--- config.mk ---
export PLATFORM = sky130hd
export DESIGN_NAME = ready_queue_scheduler
export DESIGN_NICKNAME = d
export VERILOG_FILES = /design/src/design/rqs_pkg.sv /design/src/design/ready_queue_scheduler.sv /design/src/design/rqs_sel.sv
export SDC_FILE = /design/constraint.sdc
export NUM_CORES = 1
export LEC_CHECK = 0
export BUFFER_PORTS_ARGS = -buffer_cell sky130_fd_sc_hd__buf_2
export CAP_MARGIN = 0
export CORE_MARGIN = 4
export CORE_UTILIZATION = 45
export DETAILED_ROUTE_END_ITERATION = 8
export GPL_ROUTABILITY_DRIVEN = 0
export PLACE_DENSITY = 0.68
export SETUP_SLACK_MARGIN = 0.15
export SLEW_MARGIN = 10
export SYNTH_ARGS = -nofsm -noshare
export SYNTH_HDL_FRONTEND = slang
export SYNTH_SLANG_ARGS = --single-unit
export TNS_END_PERCENT = 20
--- constraint.sdc ---
create_clock -name clk_i -period 6.47 [get_ports clk_i]
set_clock_uncertainty 0.2 [all_clocks]
set_input_delay 0.9705 -clock clk_i [delete_from_list [all_inputs] [get_ports clk_i]]
set_output_delay 0.9705 -clock clk_i [all_outputs]
set_load 0.01 [all_outputs]
--- src/design/rqs_pkg.sv ---
// Package for the ready queue scheduler: depth constants, codes and payload types.
// Used by rqs_sel and ready_queue_scheduler; depends on nothing.
`timescale 1ns / 1ps

package rqs_pkg;

  // Ready table geometry
  localparam int QUEUE_DEPTH = 16;
  localparam int IDX_W       = $clog2(QUEUE_DEPTH);
  localparam int CNT_W       = $clog2(QUEUE_DEPTH + 1);
  localparam int CFG_DATA_W  = 16;

  typedef logic [IDX_W-1:0] idx_t;
  typedef logic [CNT_W-1:0] cnt_t;

  // Scheduling policy
  typedef enum logic [1:0] {
    MODE_FIFO = 2'd0,
    MODE_SJF  = 2'd1,
    MODE_PRIO = 2'd2,
    MODE_RR   = 2'd3
  } mode_e;

  // Configuration register indexes
  typedef enum logic {
    CFG_MODE    = 1'b0,
    CFG_QUANTUM = 1'b1
  } cfg_idx_e;

  typedef enum logic {
    KIND_ENQ  = 1'b0,
    KIND_DISP = 1'b1
  } kind_e;

  typedef enum logic [1:0] {
    ST_ENQUEUED   = 2'd0,
    ST_FULL       = 2'd1,
    ST_DISPATCHED = 2'd2,
    ST_EMPTY      = 2'd3
  } status_e;

  // One ready table entry
  typedef struct packed {
    logic [7:0]  id;
    logic [7:0]  prio;
    logic [15:0] burst;
  } entry_t;

  // Input item
  typedef struct packed {
    kind_e       kind;
    logic [7:0]  job_id;
    logic [7:0]  priority_req;
    logic [15:0] burst_len;
  } rqs_in_t;

  // Result item
  typedef struct packed {
    status_e     status;
    logic [7:0]  out_job_id;
    logic [7:0]  out_priority;
    logic [15:0] run_time;
    logic [15:0] remaining_after;
    logic        burst_done;
  } rqs_out_t;

  // Compare request from the scan sequencer to the selector
  typedef struct packed {
    logic vld;
    idx_t idx;
  } cmp_t;

endpackage

--- src/design/ready_queue_scheduler.sv ---
// Ready queue scheduler top level: sequencer, ready table memory, config and result register.
// Depends on rqs_pkg and rqs_sel.
//
// Usage:
//   Input channel (in_valid_i / in_stall_o / in_data_i) takes enqueue or dispatch
//   items; the output channel (out_valid_o / out_stall_i / out_data_o) returns one
//   result per item. Config writes (cfg_valid_i / cfg_ready_o, index and data) set
//   the policy and the round robin quantum; issue them only while the block is idle.
//   Enqueue and empty-table dispatch: result valid in the cycle after the transfer.
//   Dispatch with the winner at slot B: a scan of every queued entry through the
//   single table read port and the shared comparator, a move up by one slot for
//   each entry behind the winner, then the drain, pick and finish steps.
//   One item is worked on at a time: enqueues can follow every cycle while the
//   output is not stalled, and a dispatch holds off the next input transfer until
//   its result is registered. in_stall_o is high while a dispatch runs and while a
//   finished result sits in the output register with out_stall_i high.
//   A stalled result holds in the output register until its transfer.
//   Reset empties the table (count only, no clearing pass), sets FIFO mode and a
//   quantum of 10.
`timescale 1ns / 1ps

module ready_queue_scheduler (
  input  logic                              clk_i,
  input  logic                              rst_ni,
  input  logic                              in_valid_i,
  output logic                              in_stall_o,
  input  rqs_pkg::rqs_in_t                  in_data_i,
  output logic                              out_valid_o,
  input  logic                              out_stall_i,
  output rqs_pkg::rqs_out_t                 out_data_o,
  input  logic                              cfg_valid_i,
  output logic                              cfg_ready_o,
  input  rqs_pkg::cfg_idx_e                 cfg_index_i,
  input  logic [rqs_pkg::CFG_DATA_W-1:0]    cfg_data_i
);
  import rqs_pkg::*;

  typedef enum logic [2:0] {
    S_IDLE,
    S_SCAN,
    S_SDRAIN,
    S_PICK,
    S_SHIFT,
    S_FINISH
  } state_e;

  state_e      state_q, state_d;
  cnt_t        count_q, count_d;
  cnt_t        cnt_m1;
  idx_t        scan_q, scan_d;
  idx_t        sh_q, sh_d;
  logic        cvld_q, cvld_d;
  idx_t        cidx_q, cidx_d;
  logic        wpend_q, wpend_d;
  idx_t        wa_q, wa_d;
  logic        out_vld_q, out_vld_d;
  rqs_out_t    out_q, out_d;
  logic        load_out;
  mode_e       mode_q;
  logic [15:0] quantum_q;

  entry_t      mem [QUEUE_DEPTH];
  entry_t      rd_data_q;
  idx_t        rd_addr;
  logic        we;
  idx_t        wa;
  entry_t      wd;

  logic        in_acc;
  logic        out_free;
  logic        rr_split;
  idx_t        best_idx;
  entry_t      best_entry;
  cmp_t        cmp;

  // Handshakes
  assign out_free    = !out_vld_q || !out_stall_i;
  assign in_stall_o  = (state_q != S_IDLE) || !out_free;
  assign in_acc      = in_valid_i && !in_stall_o;
  assign cfg_ready_o = 1'b1;
  assign out_valid_o = out_vld_q;
  assign out_data_o  = out_q;

  assign cnt_m1   = count_q - 1'b1;
  assign rr_split = (mode_q == MODE_RR) && (best_entry.burst > quantum_q);

  // Shared comparator
  assign cmp.vld = cvld_q;
  assign cmp.idx = cidx_q;

  rqs_sel u_sel (
    .clk_i        (clk_i),
    .rst_ni       (rst_ni),
    .mode_i       (mode_q),
    .cmp_i        (cmp),
    .entry_i      (rd_data_q),
    .best_idx_o   (best_idx),
    .best_entry_o (best_entry)
  );

  // Sequencer next state, memory port control and result formatting
  always_comb begin
    state_d   = state_q;
    count_d   = count_q;
    scan_d    = scan_q;
    sh_d      = sh_q;
    cvld_d    = 1'b0;
    cidx_d    = scan_q;
    wpend_d   = 1'b0;
    wa_d      = sh_q;
    out_vld_d = out_vld_q && out_stall_i;
    load_out  = 1'b0;
    out_d     = '0;
    rd_addr   = scan_q;
    we        = 1'b0;
    wa        = wa_q;
    wd        = rd_data_q;

    // Pending compaction write: entry read last cycle moves up one slot
    if (wpend_q) begin
      we = 1'b1;
    end

    unique case (state_q)
      S_IDLE: begin
        if (in_acc) begin
          if (in_data_i.kind == KIND_ENQ) begin
            load_out = 1'b1;
            if (count_q == cnt_t'(QUEUE_DEPTH)) begin
              out_d.status = ST_FULL;
            end else begin
              we           = 1'b1;
              wa           = count_q[IDX_W-1:0];
              wd.id        = in_data_i.job_id;
              wd.prio      = in_data_i.priority_req;
              wd.burst     = in_data_i.burst_len;
              count_d      = count_q + 1'b1;
              out_d.status = ST_ENQUEUED;
            end
          end else if (count_q == '0) begin
            load_out     = 1'b1;
            out_d.status = ST_EMPTY;
          end else begin
            scan_d  = '0;
            state_d = S_SCAN;
          end
        end
      end
      S_SCAN: begin
        rd_addr = scan_q;
        cvld_d  = 1'b1;
        cidx_d  = scan_q;
        if (cnt_t'(scan_q) == cnt_m1) begin
          state_d = S_SDRAIN;
        end else begin
          scan_d = idx_t'(scan_q + 1'b1);
        end
      end
      S_SDRAIN: begin
        // last compare lands this cycle
        state_d = S_PICK;
      end
      S_PICK: begin
        sh_d    = best_idx;
        state_d = S_SHIFT;
      end
      S_SHIFT: begin
        if (cnt_t'(sh_q) < cnt_m1) begin
          rd_addr = idx_t'(sh_q + 1'b1);
          wpend_d = 1'b1;
          wa_d    = sh_q;
          sh_d    = idx_t'(sh_q + 1'b1);
        end else begin
          state_d = S_FINISH;
        end
      end
      S_FINISH: begin
        if (out_free) begin
          load_out           = 1'b1;
          out_d.status       = ST_DISPATCHED;
          out_d.out_job_id   = best_entry.id;
          out_d.out_priority = best_entry.prio;
          if (rr_split) begin
            out_d.run_time        = quantum_q;
            out_d.remaining_after = best_entry.burst - quantum_q;
            out_d.burst_done      = 1'b0;
            // requeue at the tail, into the slot the job just freed
            we       = 1'b1;
            wa       = cnt_m1[IDX_W-1:0];
            wd.id    = best_entry.id;
            wd.prio  = best_entry.prio;
            wd.burst = best_entry.burst - quantum_q;
          end else begin
            out_d.run_time        = best_entry.burst;
            out_d.remaining_after = '0;
            out_d.burst_done      = 1'b1;
            count_d               = cnt_m1;
          end
          state_d = S_IDLE;
        end
      end
      default: begin
        state_d = S_IDLE;
      end
    endcase

    if (load_out) begin
      out_vld_d = 1'b1;
    end
  end

  // Control state and config registers
  always_ff @(posedge clk_i or negedge rst_ni) begin
    if (!rst_ni) begin
      state_q   <= S_IDLE;
      count_q   <= '0;
      scan_q    <= '0;
      sh_q      <= '0;
      cvld_q    <= 1'b0;
      cidx_q    <= '0;
      wpend_q   <= 1'b0;
      wa_q      <= '0;
      out_vld_q <= 1'b0;
      mode_q    <= MODE_FIFO;
      quantum_q <= 16'd10;
    end else begin
      state_q   <= state_d;
      count_q   <= count_d;
      scan_q    <= scan_d;
      sh_q      <= sh_d;
      cvld_q    <= cvld_d;
      cidx_q    <= cidx_d;
      wpend_q   <= wpend_d;
      wa_q      <= wa_d;
      out_vld_q <= out_vld_d;
      if (cfg_valid_i && cfg_ready_o) begin
        unique case (cfg_index_i)
          CFG_MODE:    mode_q    <= mode_e'(cfg_data_i[1:0]);
          CFG_QUANTUM: quantum_q <= cfg_data_i;
          default:     mode_q    <= mode_q;
        endcase
      end
    end
  end

  // Result register payload
  always_ff @(posedge clk_i) begin
    if (load_out) begin
      out_q <= out_d;
    end
  end

  // Ready table: one write port, one registered read port
  always_ff @(posedge clk_i) begin
    if (we) begin
      mem[wa] <= wd;
    end
    rd_data_q <= mem[rd_addr];
  end

  // Checks
  a_count_bound: assert property (@(posedge clk_i) disable iff (!rst_ni)
    count_q <= cnt_t'(QUEUE_DEPTH))
    else $error("ready count beyond table depth");

  a_accept_idle: assert property (@(posedge clk_i) disable iff (!rst_ni)
    (in_valid_i && !in_stall_o) |-> (state_q == S_IDLE))
    else $error("input transfer outside idle");

  a_wpend_shift: assert property (@(posedge clk_i) disable iff (!rst_ni)
    wpend_q |-> (state_q == S_SHIFT))
    else $error("compaction write outside shift phase");

  a_enq_count: assert property (@(posedge clk_i) disable iff (!rst_ni)
    (in_acc && (in_data_i.kind == KIND_ENQ) && (count_q != cnt_t'(QUEUE_DEPTH)))
    |=> (count_q == cnt_t'($past(count_q) + 1'b1)))
    else $error("enqueue did not grow the table");

  a_done_rest: assert property (@(posedge clk_i) disable iff (!rst_ni)
    (out_vld_q && (out_q.status == ST_DISPATCHED) && out_q.burst_done)
    |-> (out_q.remaining_after == '0))
    else $error("finished burst with time left");

endmodule

--- src/design/rqs_sel.sv ---
// Shared compare unit: walks the scanned entries one per cycle and keeps the best one.
// Depends on rqs_pkg.
`timescale 1ns / 1ps

module rqs_sel (
  input  logic            clk_i,
  input  logic            rst_ni,
  input  rqs_pkg::mode_e  mode_i,
  input  rqs_pkg::cmp_t   cmp_i,
  input  rqs_pkg::entry_t entry_i,
  output rqs_pkg::idx_t   best_idx_o,
  output rqs_pkg::entry_t best_entry_o
);
  import rqs_pkg::*;

  idx_t   best_idx_q;
  entry_t best_entry_q;
  logic   take;

  // Strict compares so the older entry wins a tie
  always_comb begin
    take = 1'b0;
    if (cmp_i.idx == '0) begin
      take = 1'b1;
    end else begin
      case (mode_i)
        MODE_SJF:  take = entry_i.burst < best_entry_q.burst;
        MODE_PRIO: take = entry_i.prio > best_entry_q.prio;
        default:   take = 1'b0;
      endcase
    end
  end

  always_ff @(posedge clk_i or negedge rst_ni) begin
    if (!rst_ni) begin
      best_idx_q <= '0;
    end else if (cmp_i.vld && take) begin
      best_idx_q <= cmp_i.idx;
    end
  end

  // Winning entry payload
  always_ff @(posedge clk_i) begin
    if (cmp_i.vld && take) begin
      best_entry_q <= entry_i;
    end
  end

  assign best_idx_o   = best_idx_q;
  assign best_entry_o = best_entry_q;

endmodule
==> impl_results.md <==
- Status: completed
- First-pass GRT wire length: approximately 95,000 um
- DR vias/cell: 5.51
- Post-route clock period utilization: a little under 80%
- Residual DRC count: 0
- Routed length per placed instance: between 20 and 25 um
- Worst R2R End: rd_data_q[21]$_DFF_P_
- Root buf cell: clkbuf_16
- Commonest register cell after synthesis: edfxtp_1
- Critical Path, Cell by Cell: inv_1 -> ha_1 -> xnor2_1 -> ha_1 -> nor3_1 -> a211oi_1 -> a21oi_4 -> mux2i_4 -> buf_12 -> buf_12 -> mux2i_1 -> mux2i_1 -> mux2i_1 -> mux2i_1
- Number of synthesis warnings: 0
- Fmax achieved: around 0.2 GHz
- Hold crit path type: reg -> reg
- Mapped Nets: 1,874
- Grt total ovfl: 0
- CP bufs+invs: 3
- Seq/Total Area, Yosys: 69.1%
- Crit path required time: 6.73 ns
- CP startpoint kind: flop
- Worst-Skew Late Latency: 0.61 ns
- RSZ-0062 raised after global routing: no
- Post-Route Utilization: between 50% and 60%
- Final setup viols: 0
- First-pass DRT Iterations: 5
- Reg2reg path depth: 14
- Hold path start: rd_data_q[30]$_DFF_P_
- Critical path class: reg -> reg
- Commonest cells after routing, fill and taps aside: edfxtp_1, mux2i_1, buf_2
- Hold depth: 0
- DP HPWL: ~39,000 um
- CP peak stage delay: 0.90 ns
- Initial Util: 45.4%
- Largest net degree at the start of global routing: 129
- Mapped Area: around 29,000 um2
- Rows: between 90 and 100
- RR Startpoint: count_q[0]$_DFFE_PN0P_
- Syn Area/Cell: 16.1 um2
- CTS max path bufs: 3
- 1st-iter DRT viols: 1,173
- Core area: 63,000 um2
- Pwr/cell area: 471 nW/um2
- N_diodes: 0
- Vias in the first global route: between 15,000 and 20,000
- Reg2reg setup slack: approximately 1.4 ns
- Worst path top cell family by delay: multiplexers
- Critical Path Fanout Max: 33
- Clock transition at path regs: 0.06 ns
- Final hold vios: 0
- Mapped Cells: 1,769
- Worst Tran Pin Value: 1.22 ns
- Hold Buf Count CTS: 0
- Die X-Extent: 260 um
- Slew headroom: 19.0%
- Max cap viols: 0
- Post-layout nets: ~2,000
- Final Hold Slack: 0.244 ns
- Hold path endpoint: u_sel.best_entry_o[30]$_DFFE_PP_
- Most common cell after layout, fill and taps aside: edfxtp_1
- Clock Sinks: just under 700
- Vias post-DR: 15,535
- Fin crit period: 5.08 ns
- CP dominant cell by count: mux2i_1
- Leak: 13.6 nW
- Tot Pwr: 15.4 mW
- Asr flop ratio synth: 7.25%
- Fraction of layout cells with a size suffix above 1: 16.3%
- H-Tree Depth: 3
- Antenna viol nets, final: 0
- Area growth syn-to-layout: 14.5%
- Buffers on Ports: between 100 and 150
- Synth unique cells: between 70 and 80
- Post-cts sizing count: 0
- Setup TNS: 0 ns
- CTS tree: yes
- Post-CTS Setup Inserts: 0
- Total track usage: between 10% and 20%
- Count of final max-slew check failures: 0
- Inserted Clock Buffers: 70
- Worst IR Drop VDD: 0.000466 V
- CP Capture Type: flop
- DIE AREA: 67,600 um2
- Post-synth EDFFs: 595
- Antenna violations before repair: 1
- I/O pin count: 109
- Slowest stage cell, crit path: mux2i_4
- Register bit total from synthesis: 676
- Worst path arrival time: around 5.3 ns
- Die Y: 260 um
- Final wirelength: around 64,000 um
per-layer routing:
| metal | track usage, % | vias up | share of wire (%) |
|---|---|---|---|
| met5 | 0.731 | - | 0.10 |
| met4 | 5.68 | 2 | 2.6 |
| met3 | 3.68 | 107 | 5.6 |
| met2 | 30.2 | 455 | 47 |
| met1 | 25.9 | 7901 | 45 |
| li1 | - | 7070 | - |
worst max-delay path by stage:
stage	slack, ns	depth (start not counted)	startpoint	endpoint
3_3_place_gp	1.51	14	count_q[0]$_DFFE_PN0P_	rd_data_q[8]$_DFF_P_
3_5_place_dp	1.42	14	count_q[0]$_DFFE_PN0P_	rd_data_q[8]$_DFF_P_
6_report	1.39	14	count_q[0]$_DFFE_PN0P_	rd_data_q[21]$_DFF_P_
2_1_floorplan	-0.25	11	quantum_q[1]$_DFFE_PN1P_	mem[10][0]$_DFFE_PP_
4_1_cts	1.36	14	count_q[0]$_DFFE_PN0P_	rd_data_q[13]$_DFF_P_
5_1_grt	1.16	14	count_q[0]$_DFFE_PN0P_	rd_data_q[22]$_DFF_P_
registers in the layout, summed over array words and instances, names as in the netlist:
name                cells
mode_q                  2
wpend_q                 1
rd_data_q              32
out_data_o             51
state_q                 3
u_sel.best_idx_o        4
out_valid_o             1
wa_q                    4
quantum_q              16
mem                   512
cvld_q                  1
u_sel.best_entry_o     32
cidx_d                  4
count_q                 5
sh_q                    4
cidx_q                  4
synthesized netlist by cell type, types with 26 or more instances:
cell / number / area (um2)
mux2i_1: 485 / 4850
inv_1: 53 / 199
dfxtp_1: 32 / 641
a21oi_1: 44 / 220
buf_2: 26 / 130
edfxtp_1: 595 / 17900
nor2_1: 82 / 308
dfrtp_1: 47 / 1180
ha_1: 49 / 613
nand2_1: 47 / 176
buf_4: 27 / 203
kinds of logic (layout without fill, tap and decap cells):
group | after synthesis | after routing | share of synthesized area (%)
fa+ha+maj | 50 | 50 | 2.22
compound gates | 153 | 153 | 3.78
mux | 507 | 507 | 17.9
simple gates | 222 | 222 | 3.83
other cells | 1 | 1 | 0.0131
flops | 676 | 676 | 69.1
xor+xnor | 27 | 27 | 0.828
buf+inv | 133 | 338 | 2.35
report_power, final:
part | total (mW) | internal [mW] | switching, mW
sequential | 6.29 | 5.94 | 0.345
combinational | 4.97 | 1.92 | 3.05
clock | 4.14 | 2.48 | 1.65
total | 15.4 | 10.3 | 5.05
worst register-to-register path, stage by stage (launching register included):
cell      delay (ns)
dfrtp_1         0.57
inv_1           0.08
ha_1            0.26
xnor2_1         0.47
ha_1            0.33
nor3_1          0.18
a211oi_1        0.11
a21oi_4         0.46
mux2i_4         0.90
buf_12          0.33
buf_12          0.33
mux2i_1         0.31
mux2i_1         0.14
mux2i_1         0.19
mux2i_1         0.08
final cells by class:
type | instances | area (um2)
repair buffers | 158 | 1020
fillers | 5036 | 30300
flip-flops and latches | 676 | 19700
multi-input cells | 960 | 8310
clock inverters | 42 | 500
inverters | 53 | 199
clock buffers | 85 | 1880
well taps | 846 | 1060
per-stage QoR:
step,worst slack (ns),area [um2],std cells
after floorplan,-0.253,28600,1769
after global placement,1.51,30300,2693
after detailed placement,1.42,30300,2693
after CTS,1.36,32700,2820
after global routing,1.16,32700,2820
final,1.39,32700,2820
Note: power is estimated with default switching activity, not from simulation.
